--- src/hw/rtl/sha_pkg.sv ---
// ----------------------------------------------------------------------------
// sha_pkg
// shared types, round constants and helper functions for the sha-256 hasher
// ----------------------------------------------------------------------------
package sha_pkg;

  typedef enum logic [2:0] {
    ST_IDLE,
    ST_LOAD,
    ST_ROUND,
    ST_FOLD,
    ST_PAD,
    ST_EMIT
  } sha_state_e;

  // controller to datapath commands
  typedef struct packed {
    logic       take_byte;   // store incoming byte, count it
    logic       load;        // copy chain into working vars, clear round count
    logic       round;       // one compression round
    logic       fold;        // add working vars into chain
    logic       pad_mark;    // write 0x80 at fill position
    logic       pad_zero;    // write zero at fill position
    logic       pad_len;     // write length byte at fill position
    logic       reinit;      // restore initial chain, clear byte count and fill level
    logic       emit_next;   // advance output word
  } sha_cmd_t;

  // datapath to controller status
  typedef struct packed {
    logic       last_round;  // round 63 in progress
    logic [5:0] fill;        // current fill level
  } sha_stat_t;

  localparam logic [5:0] LenPos = 6'd56;

  function automatic logic [31:0] round_k(input logic [5:0] t);
    logic [31:0] k [64];
    k = '{
      32'h428a2f98, 32'h71374491, 32'hb5c0fbcf, 32'he9b5dba5,
      32'h3956c25b, 32'h59f111f1, 32'h923f82a4, 32'hab1c5ed5,
      32'hd807aa98, 32'h12835b01, 32'h243185be, 32'h550c7dc3,
      32'h72be5d74, 32'h80deb1fe, 32'h9bdc06a7, 32'hc19bf174,
      32'he49b69c1, 32'hefbe4786, 32'h0fc19dc6, 32'h240ca1cc,
      32'h2de92c6f, 32'h4a7484aa, 32'h5cb0a9dc, 32'h76f988da,
      32'h983e5152, 32'ha831c66d, 32'hb00327c8, 32'hbf597fc7,
      32'hc6e00bf3, 32'hd5a79147, 32'h06ca6351, 32'h14292967,
      32'h27b70a85, 32'h2e1b2138, 32'h4d2c6dfc, 32'h53380d13,
      32'h650a7354, 32'h766a0abb, 32'h81c2c92e, 32'h92722c85,
      32'ha2bfe8a1, 32'ha81a664b, 32'hc24b8b70, 32'hc76c51a3,
      32'hd192e819, 32'hd6990624, 32'hf40e3585, 32'h106aa070,
      32'h19a4c116, 32'h1e376c08, 32'h2748774c, 32'h34b0bcb5,
      32'h391c0cb3, 32'h4ed8aa4a, 32'h5b9cca4f, 32'h682e6ff3,
      32'h748f82ee, 32'h78a5636f, 32'h84c87814, 32'h8cc70208,
      32'h90befffa, 32'ha4506ceb, 32'hbef9a3f7, 32'hc67178f2};
    return k[t];
  endfunction

  function automatic logic [31:0] init_h(input logic [2:0] i);
    logic [31:0] h [8];
    h = '{32'h6a09e667, 32'hbb67ae85, 32'h3c6ef372, 32'ha54ff53a,
          32'h510e527f, 32'h9b05688c, 32'h1f83d9ab, 32'h5be0cd19};
    return h[i];
  endfunction

  function automatic logic [31:0] rotr(input logic [31:0] x, input int n);
    return (x >> n) | (x << (32 - n));
  endfunction

endpackage

--- src/hw/rtl/sha256_stream_hasher.sv ---
// ----------------------------------------------------------------------------
// sha256_stream_hasher
// sha-256 digest of a byte stream, eight digest words per message
// ----------------------------------------------------------------------------
//  channel | valid     | stall     | payload
//  in      | in_valid  | in_stall  | data_byte, byte_valid, msg_end
//  out     | out_valid | out_stall | digest_word, word_index, last_word
//
// the input takes one byte a cycle while not stalled; a byte that completes a
// 64-byte block is compressed first (load, 64 rounds on the single round unit, fold)
// an end beat writes padding one byte a cycle, compresses one or two blocks,
// then shows eight digest words, one per beat
// input is stalled while a block compresses or padding/digest are in flight
// reset restores the initial chain and clears the byte count
module sha256_stream_hasher import sha_pkg::*; (
  input  logic        clk_i,
  input  logic        rst_ni,
  input  logic        in_valid_i,
  output logic        in_stall_o,
  input  logic [7:0]  data_byte_i,
  input  logic        byte_valid_i,
  input  logic        msg_end_i,
  output logic        out_valid_o,
  input  logic        out_stall_i,
  output logic [31:0] digest_word_o,
  output logic [2:0]  word_index_o,
  output logic        last_word_o
);

  sha_cmd_t  cmd;
  sha_stat_t stat;
  logic [2:0] widx;

  sha_ctrl u_ctrl (
    .clk_i,
    .rst_ni,
    .in_valid_i,
    .byte_valid_i,
    .msg_end_i,
    .in_stall_o,
    .out_valid_o,
    .out_stall_i,
    .word_idx_i (widx),
    .stat_i     (stat),
    .cmd_o      (cmd)
  );

  sha_dpath u_dpath (
    .clk_i,
    .rst_ni,
    .cmd_i         (cmd),
    .data_byte_i,
    .stat_o        (stat),
    .digest_word_o,
    .word_idx_o    (widx)
  );

  assign word_index_o = widx;
  assign last_word_o  = (widx == 3'd7);

  // buffer writes are exclusive
  a_one_write: assert property (@(posedge clk_i) disable iff (!rst_ni)
    $onehot0({cmd.take_byte, cmd.pad_mark, cmd.pad_zero, cmd.pad_len}))
    else $error("more than one buffer write");

  // no rounds while output is shown
  a_no_round_out: assert property (@(posedge clk_i) disable iff (!rst_ni)
    out_valid_o |-> !cmd.round)
    else $error("round during output");

  // input is never taken while output is pending
  a_no_in_out: assert property (@(posedge clk_i) disable iff (!rst_ni)
    out_valid_o |-> in_stall_o)
    else $error("input open during output");

endmodule

--- src/hw/rtl/sha_ctrl.sv ---
// ----------------------------------------------------------------------------
// sha_ctrl
// sequencer: byte intake, compression rounds, padding and digest output
// ----------------------------------------------------------------------------
module sha_ctrl import sha_pkg::*; (
  input  logic      clk_i,
  input  logic      rst_ni,
  input  logic      in_valid_i,
  input  logic      byte_valid_i,
  input  logic      msg_end_i,
  output logic      in_stall_o,
  output logic      out_valid_o,
  input  logic      out_stall_i,
  input  logic [2:0] word_idx_i,
  input  sha_stat_t stat_i,
  output sha_cmd_t  cmd_o
);

  sha_state_e state_q, state_d;
  logic       end_q, end_d;     // padding pending after current block
  logic       mark_q, mark_d;   // 0x80 already written
  logic       len_q, len_d;     // length bytes going into this block

  always_ff @(posedge clk_i or negedge rst_ni) begin
    if (!rst_ni) begin
      state_q <= ST_IDLE;
      end_q   <= 1'b0;
      mark_q  <= 1'b0;
      len_q   <= 1'b0;
    end else begin
      state_q <= state_d;
      end_q   <= end_d;
      mark_q  <= mark_d;
      len_q   <= len_d;
    end
  end

  always_comb begin
    state_d     = state_q;
    end_d       = end_q;
    mark_d      = mark_q;
    len_d       = len_q;
    cmd_o       = '0;
    in_stall_o  = 1'b1;
    out_valid_o = 1'b0;
    case (state_q)
      ST_IDLE: begin
        in_stall_o = 1'b0;
        if (in_valid_i) begin
          cmd_o.take_byte = byte_valid_i;
          end_d = msg_end_i;
          // a byte that fills the block is compressed before padding
          if (byte_valid_i && stat_i.fill == 6'd63) begin
            state_d = ST_LOAD;
          end else if (msg_end_i) begin
            state_d = ST_PAD;
          end
        end
      end
      ST_PAD: begin
        // zeros up to the length field, or to block end if the mark is at or past it
        if (!mark_q) begin
          cmd_o.pad_mark = 1'b1;
          mark_d = 1'b1;
        end else if (len_q || stat_i.fill == LenPos) begin
          cmd_o.pad_len = 1'b1;
          len_d = 1'b1;
        end else begin
          cmd_o.pad_zero = 1'b1;
        end
        if (stat_i.fill == 6'd63) state_d = ST_LOAD;
      end
      ST_LOAD: begin
        cmd_o.load = 1'b1;
        state_d    = ST_ROUND;
      end
      ST_ROUND: begin
        cmd_o.round = 1'b1;
        if (stat_i.last_round) state_d = ST_FOLD;
      end
      ST_FOLD: begin
        cmd_o.fold = 1'b1;
        if (len_q) state_d = ST_EMIT;
        else if (end_q) state_d = ST_PAD;
        else state_d = ST_IDLE;
      end
      ST_EMIT: begin
        out_valid_o = 1'b1;
        if (!out_stall_i) begin
          cmd_o.emit_next = 1'b1;
          if (word_idx_i == 3'd7) begin
            cmd_o.reinit = 1'b1;
            end_d   = 1'b0;
            mark_d  = 1'b0;
            len_d   = 1'b0;
            state_d = ST_IDLE;
          end
        end
      end
      default: state_d = ST_IDLE;
    endcase
  end

endmodule

--- src/hw/rtl/sha_dpath.sv ---
// ----------------------------------------------------------------------------
// sha_dpath
// block words and schedule, round logic, chain words and byte count
// ----------------------------------------------------------------------------
module sha_dpath import sha_pkg::*; (
  input  logic        clk_i,
  input  logic        rst_ni,
  input  sha_cmd_t    cmd_i,
  input  logic [7:0]  data_byte_i,
  output sha_stat_t   stat_o,
  output logic [31:0] digest_word_o,
  output logic [2:0]  word_idx_o
);

  logic [31:0] w_q [16];
  logic [31:0] h_q [8];
  logic [31:0] v_q [8];
  logic [60:0] total_q;
  logic [5:0]  fill_q;
  logic [5:0]  rnd_q;
  logic [2:0]  widx_q;

  logic [63:0] bits;
  logic [7:0]  wr_byte;
  logic        wr_en;
  logic [31:0] wt, w_new, x, y, s0, s1, t1, t2;
  logic [2:0]  len_sel;
  logic [4:0]  lane_lsb;

  assign bits     = {total_q, 3'b000};
  assign len_sel  = 3'd7 - fill_q[2:0];
  assign lane_lsb = {~fill_q[1:0], 3'b000};

  always_comb begin
    wr_en   = cmd_i.take_byte | cmd_i.pad_mark | cmd_i.pad_zero | cmd_i.pad_len;
    wr_byte = 8'h00;
    if (cmd_i.take_byte)      wr_byte = data_byte_i;
    else if (cmd_i.pad_mark)  wr_byte = 8'h80;
    else if (cmd_i.pad_len)   wr_byte = bits[{len_sel, 3'b000} +: 8];
  end

  // schedule as a shift line: w_q[0] is w[t]
  always_comb begin
    x     = w_q[1];
    y     = w_q[14];
    s0    = rotr(x, 7) ^ rotr(x, 18) ^ (x >> 3);
    s1    = rotr(y, 17) ^ rotr(y, 19) ^ (y >> 10);
    w_new = w_q[0] + s0 + w_q[9] + s1;
    wt    = w_q[0];
    t1 = v_q[7] + (rotr(v_q[4], 6) ^ rotr(v_q[4], 11) ^ rotr(v_q[4], 25)) +
         ((v_q[4] & v_q[5]) ^ (~v_q[4] & v_q[6])) + round_k(rnd_q) + wt;
    t2 = (rotr(v_q[0], 2) ^ rotr(v_q[0], 13) ^ rotr(v_q[0], 22)) +
         ((v_q[0] & v_q[1]) ^ (v_q[0] & v_q[2]) ^ (v_q[1] & v_q[2]));
  end

  always_ff @(posedge clk_i) begin
    // bytes land big-endian straight in the schedule words
    if (wr_en) begin
      w_q[fill_q[5:2]][lane_lsb +: 8] <= wr_byte;
    end else if (cmd_i.round) begin
      for (int i = 0; i < 15; i++) w_q[i] <= w_q[i+1];
      w_q[15] <= w_new;
    end
    if (cmd_i.load) begin
      for (int i = 0; i < 8; i++) v_q[i] <= h_q[i];
    end else if (cmd_i.round) begin
      v_q[7] <= v_q[6];
      v_q[6] <= v_q[5];
      v_q[5] <= v_q[4];
      v_q[4] <= v_q[3] + t1;
      v_q[3] <= v_q[2];
      v_q[2] <= v_q[1];
      v_q[1] <= v_q[0];
      v_q[0] <= t1 + t2;
    end
  end

  always_ff @(posedge clk_i or negedge rst_ni) begin
    if (!rst_ni) begin
      for (int i = 0; i < 8; i++) h_q[i] <= init_h(3'(i));
      total_q <= '0;
      fill_q  <= '0;
      rnd_q   <= '0;
      widx_q  <= '0;
    end else begin
      if (wr_en) fill_q <= fill_q + 6'd1;
      if (cmd_i.take_byte) total_q <= total_q + 61'd1;
      if (cmd_i.load) rnd_q <= '0;
      else if (cmd_i.round) rnd_q <= rnd_q + 6'd1;
      if (cmd_i.fold) begin
        for (int i = 0; i < 8; i++) h_q[i] <= h_q[i] + v_q[i];
      end
      if (cmd_i.emit_next) widx_q <= widx_q + 3'd1;
      if (cmd_i.reinit) begin
        for (int i = 0; i < 8; i++) h_q[i] <= init_h(3'(i));
        total_q <= '0;
        fill_q  <= '0;
      end
    end
  end

  assign stat_o.last_round = (rnd_q == 6'd63);
  assign stat_o.fill       = fill_q;
  assign digest_word_o     = h_q[widx_q];
  assign word_idx_o        = widx_q;

endmodule
--- config.mk ---
export PLATFORM = sky130hd
export DESIGN_NAME = sha256_stream_hasher
export DESIGN_NICKNAME = d
export VERILOG_FILES = /design/src/hw/rtl/sha_pkg.sv /design/src/hw/rtl/sha256_stream_hasher.sv /design/src/hw/rtl/sha_ctrl.sv /design/src/hw/rtl/sha_dpath.sv
export SDC_FILE = /design/constraint.sdc
export NUM_CORES = 2
export LEC_CHECK = 0
export ABC_AREA = 1
export BUFFER_PORTS_ARGS = -buffer_cell sky130_fd_sc_hd__buf_4
export CORE_MARGIN = 2
export CORE_UTILIZATION = 55
export CTS_BUF_LIST = sky130_fd_sc_hd__clkbuf_8
export DETAILED_ROUTE_END_ITERATION = 10
export GPL_TIMING_DRIVEN = 0
export HOLD_SLACK_MARGIN = 0.06
export PLACE_DENSITY = 0.8
export RECOVER_POWER = 25
export REMOVE_ABC_BUFFERS = 1
export SLEW_MARGIN = 25
export SYNTH_ARGS = -nofsm -noshare
export SYNTH_HDL_FRONTEND = slang
export SYNTH_SLANG_ARGS = --single-unit
--- constraint.sdc ---
create_clock -name clk_i -period 9.9 [get_ports clk_i]
set_clock_uncertainty 0.2 [all_clocks]
set_input_delay 2.97 -clock clk_i [delete_from_list [all_inputs] [get_ports clk_i]]
set_output_delay 2.97 -clock clk_i [all_outputs]
set_load 0.02 [all_outputs]
==> flow_metrics.env <==
export IMPL_syn_avg_cell_area_sq_um=7.66
export IMPL_cp_required_ps=10420
export IMPL_hold_viol_final=0
export IMPL_worstSkewPairLatency_ps=1020
export IMPL_synth_edf_count=768
export IMPL_violations="max-capacitance violations, max-slew violations"
export IMPL_clk_pin_slew_ps=60
export IMPL_antenna_found_initial=8
export IMPL_grt_pass1_wl_um=473000
export IMPL_wl_um=326000
export IMPL_routabilityCongestion=1.06
export IMPL_fmax_mhz=103
export IMPL_netlist_cell_type_count=61
export IMPL_yosys_area_top_type="edfxtp_1"
export IMPL_die_area_sq_mm=0.151
export IMPL_dpl_instance_area_sq_mm=0.0839
export IMPL_worstHoldPathType="reg2reg"
export IMPL_core_area_sq_mm=0.147
export IMPL_hold_slack_ps=276
export IMPL_vias=77472
export IMPL_syn_inst=10604
export IMPL_cts_tree="built"
export IMPL_cts_path_max_buffers=3
export IMPL_cp_end_kind="flop"
export IMPL_drive_gt1_frac=0.0553
export IMPL_area_delta_synth_final_pct=7.95
export IMPL_cts_sinks=1106
export IMPL_slowest_delay_ps=760
export IMPL_fin_crit_ps=9740
export IMPL_cp_data_arrival_time_ps=10270
export IMPL_critPathMaxFanout=44
export IMPL_port_buffers=51
export IMPL_worstSetupPathType="reg2reg"
export IMPL_grt_use_total=0.424
export IMPL_synth_warnings=0
export IMPL_drt_iter0_drc=9694
export IMPL_reg2reg_depth=34
export IMPL_synth_area_mux_share=0
export IMPL_drc_errors=0
export IMPL_critPathLaunchType="flop"
export IMPL_wl_met2_um=138000
export IMPL_synth_top_cells_by_area="edfxtp_1 (28%), nand2_1 (14%), dfrtp_1 (6.2%)"
export IMPL_synth_compound_area_share=0.147
export IMPL_dieHeight_um=388
export IMPL_synth_top_family_by_area="simple AND/OR/NAND/NOR gates"
export IMPL_final_max_slew_viol_count=649
export IMPL_io_pins=52
export IMPL_synth_fa_ha_area_frac=0.110
export IMPL_syn_area_sq_mm=0.0812
export IMPL_synth_yosys_seq_area_share=0.390
export IMPL_synth_flop_cell="edfxtp_1"
export IMPL_dr_pass1_iters=9
export IMPL_cts_root_buf="clkbuf_8"
export IMPL_num_rows=141
export IMPL_setup_viol=0
export IMPL_synth_top_area_share=0.284
export IMPL_grt_pass1_vias=72910
export IMPL_max_cap_viol_count=12
export IMPL_synth_xor_area_frac=0.0415
export IMPL_rsz0062_at_grt="true"
export IMPL_setup_tns_ps=0
export IMPL_dp_hpwl_um=252000
export IMPL_status="complete, but fails checks"
export IMPL_ant_nets=0
export IMPL_final_nets=11144
export IMPL_final_area_sq_mm=0.0877
export IMPL_hold_depth=2
export IMPL_synth_seq_cells=1106
export IMPL_start_util=0.552
export IMPL_cpMaxStageDelayCell="dfrtp_2"
export IMPL_cp_common_cell="nand2_1"
export IMPL_cts_htree_levels=4
export IMPL_finalCritPeriodShare=0.984
export IMPL_numCtsBuffers=195
export IMPL_utilization=0.596
export IMPL_routed_top_layer="met5"
export IMPL_dieWidth_um=388
export IMPL_synthSimpleGateAreaFrac=0.231
export IMPL_wire_per_inst_um=25.8
export IMPL_relSlewSlack=-1.86
export IMPL_async_reset_ff_frac=0.306
export IMPL_wl_met1_um=125000
export IMPL_grt_max_degree=114
export IMPL_overflow=0
export IMPL_vias_per_cell=6.13
export IMPL_wl_met3_um=39200
export IMPL_tightestPinTransition_ps=4300
## final cells by class
class	count	area [sq um]
fillers	13431	59400
repair inverters	1	5.00
repair buffers	108	1360
clock buffers	207	2850
well taps	1930	2410
multi-input cells	7772	43100
diodes	6	15.0
flip-flops and latches	1106	31700
inverters	1352	5120
clock inverters	157	1120
## routing by layer
metal	up-vias	global-route usage
met3	927	0.107
met2	4781	0.628
met5	-	0
met4	8	0.254
met1	36762	0.562
li1	34994	-
## synthesized netlist by cell type, types with 6 or more instances
cell      count
o31ai_1      17
xor2_1      232
o211ai_1     33
buf_1        17
a21oi_1     674
nand3b_1     29
and3_1        7
o21ai_0     981
dfrtp_1     202
a31o_2        6
o21bai_1     72
o221ai_1     19
o22ai_1     114
a211oi_1      9
nand2_1    2970
nor2_1      856
a221oi_1     13
nand3_1     472
a22oi_1       7
a21o_1       55
nor3_2        6
dfstp_2     136
clkinv_1     10
o21a_1       28
ha_1        399
fa_1        195
inv_1      1333
a21boi_0     35
xnor2_1     153
edfxtp_1    768
inv_2         9
or2_2        25
nand4_1     118
buf_4         8
a31oi_1      67
buf_2        25
nor3_1      115
clkbuf_1    324
nor4_1       10
## cell families (layout without fill, tap and decap cells)
logic type               count (synthesis)  in the layout
AND/OR/NAND/NOR                       4625           4625
AO/OA/AOI/OAI                         2166           2166
buffers and inverters                 1726           1825
flip-flops                            1106           1106
adder cells (fa/ha/maj)                596            596
XOR/XNOR                               385            385
other                                    0              6
## sequential cells by signal, summed over array words and instances (netlist names)
signal              cells
u_dpath.w_q           512
u_dpath.h_q           256
u_dpath.v_q           256
u_dpath.total_q        61
u_dpath.fill_q          6
u_dpath.rnd_q           6
u_ctrl.state_q          3
u_dpath.word_idx_o      3
u_ctrl.end_q            1
u_ctrl.len_q            1
u_ctrl.mark_q           1
## stage by stage
stage          std cells  setup slack (ps)
2_1_floorplan      10230            -11040
3_3_place_gp       12211            -28770
3_5_place_dp       12264              -380
4_1_cts            12628              62.3
5_1_grt            12636              -105
6_report           12639               156
## path summary, 6_finish.rpt
path	endpoint	from	slack, ps
max	u_dpath.v_q[0][25]	u_dpath.rnd_q[3]	160
min	u_dpath.w_q[7][6]	u_dpath.w_q[8][6]	280
max reg2reg	u_dpath.v_q[0][25]	u_dpath.rnd_q[3]	160
min reg2reg	u_dpath.w_q[7][6]	u_dpath.w_q[8][6]	280
max in group asynchronous	u_dpath.h_q[61]	rst_ni	820
min in group asynchronous	u_dpath.h_q[190]	rst_ni	3230
## critical path, delay by kind of cell, from the launching register on
| kind | cells | cell delay, ps |
|---|---|---|
| adders and majority gates | 6 | 2920 |
| buffers and inverters | 7 | 1110 |
| DFF | 1 | 760 |
| xor gates and xnor gates | 1 | 690 |
| AOI/OAI and AO/OA | 4 | 1210 |
| and+or+nand+nor | 16 | 2560 |
## cell usage in the layout (no fill, tap or decap), types with 28 or more instances in the layout
master and count:
nor3_1 115, a21oi_1 672, fa_1 195, nor2_1 853, xor2_1 226, edfxtp_1 768, ha_1 399, clkinv_2 32
o21a_1 28, o211ai_1 33, nand2_1 2970, inv_1 1398, clkbuf_8 207, xnor2_1 153, o21bai_1 72, o21ai_0 907
a21o_1 55, nand3_1 472, nand3b_1 29, dfstp_2 136, dfrtp_1 192, o22ai_1 112, clkinv_1 35, a21boi_0 35
a31oi_1 67, nand4_1 118, o21ai_1 79, buf_4 54
## what timing repair did
action / 4_1_cts / 5_1_grt
endpoints found under the hold margin: 0 / 0
hold buffers: 0 / 0
cloned: 0 / 1
endpoints found under the setup margin: 17 / 20
buffers inserted: 0 / 3
gates resized for setup: 6 / 13
Power is left out: the tool's default activity adds up to more than one toggle a clock period on the data nets, which glitch-free logic cannot reach.
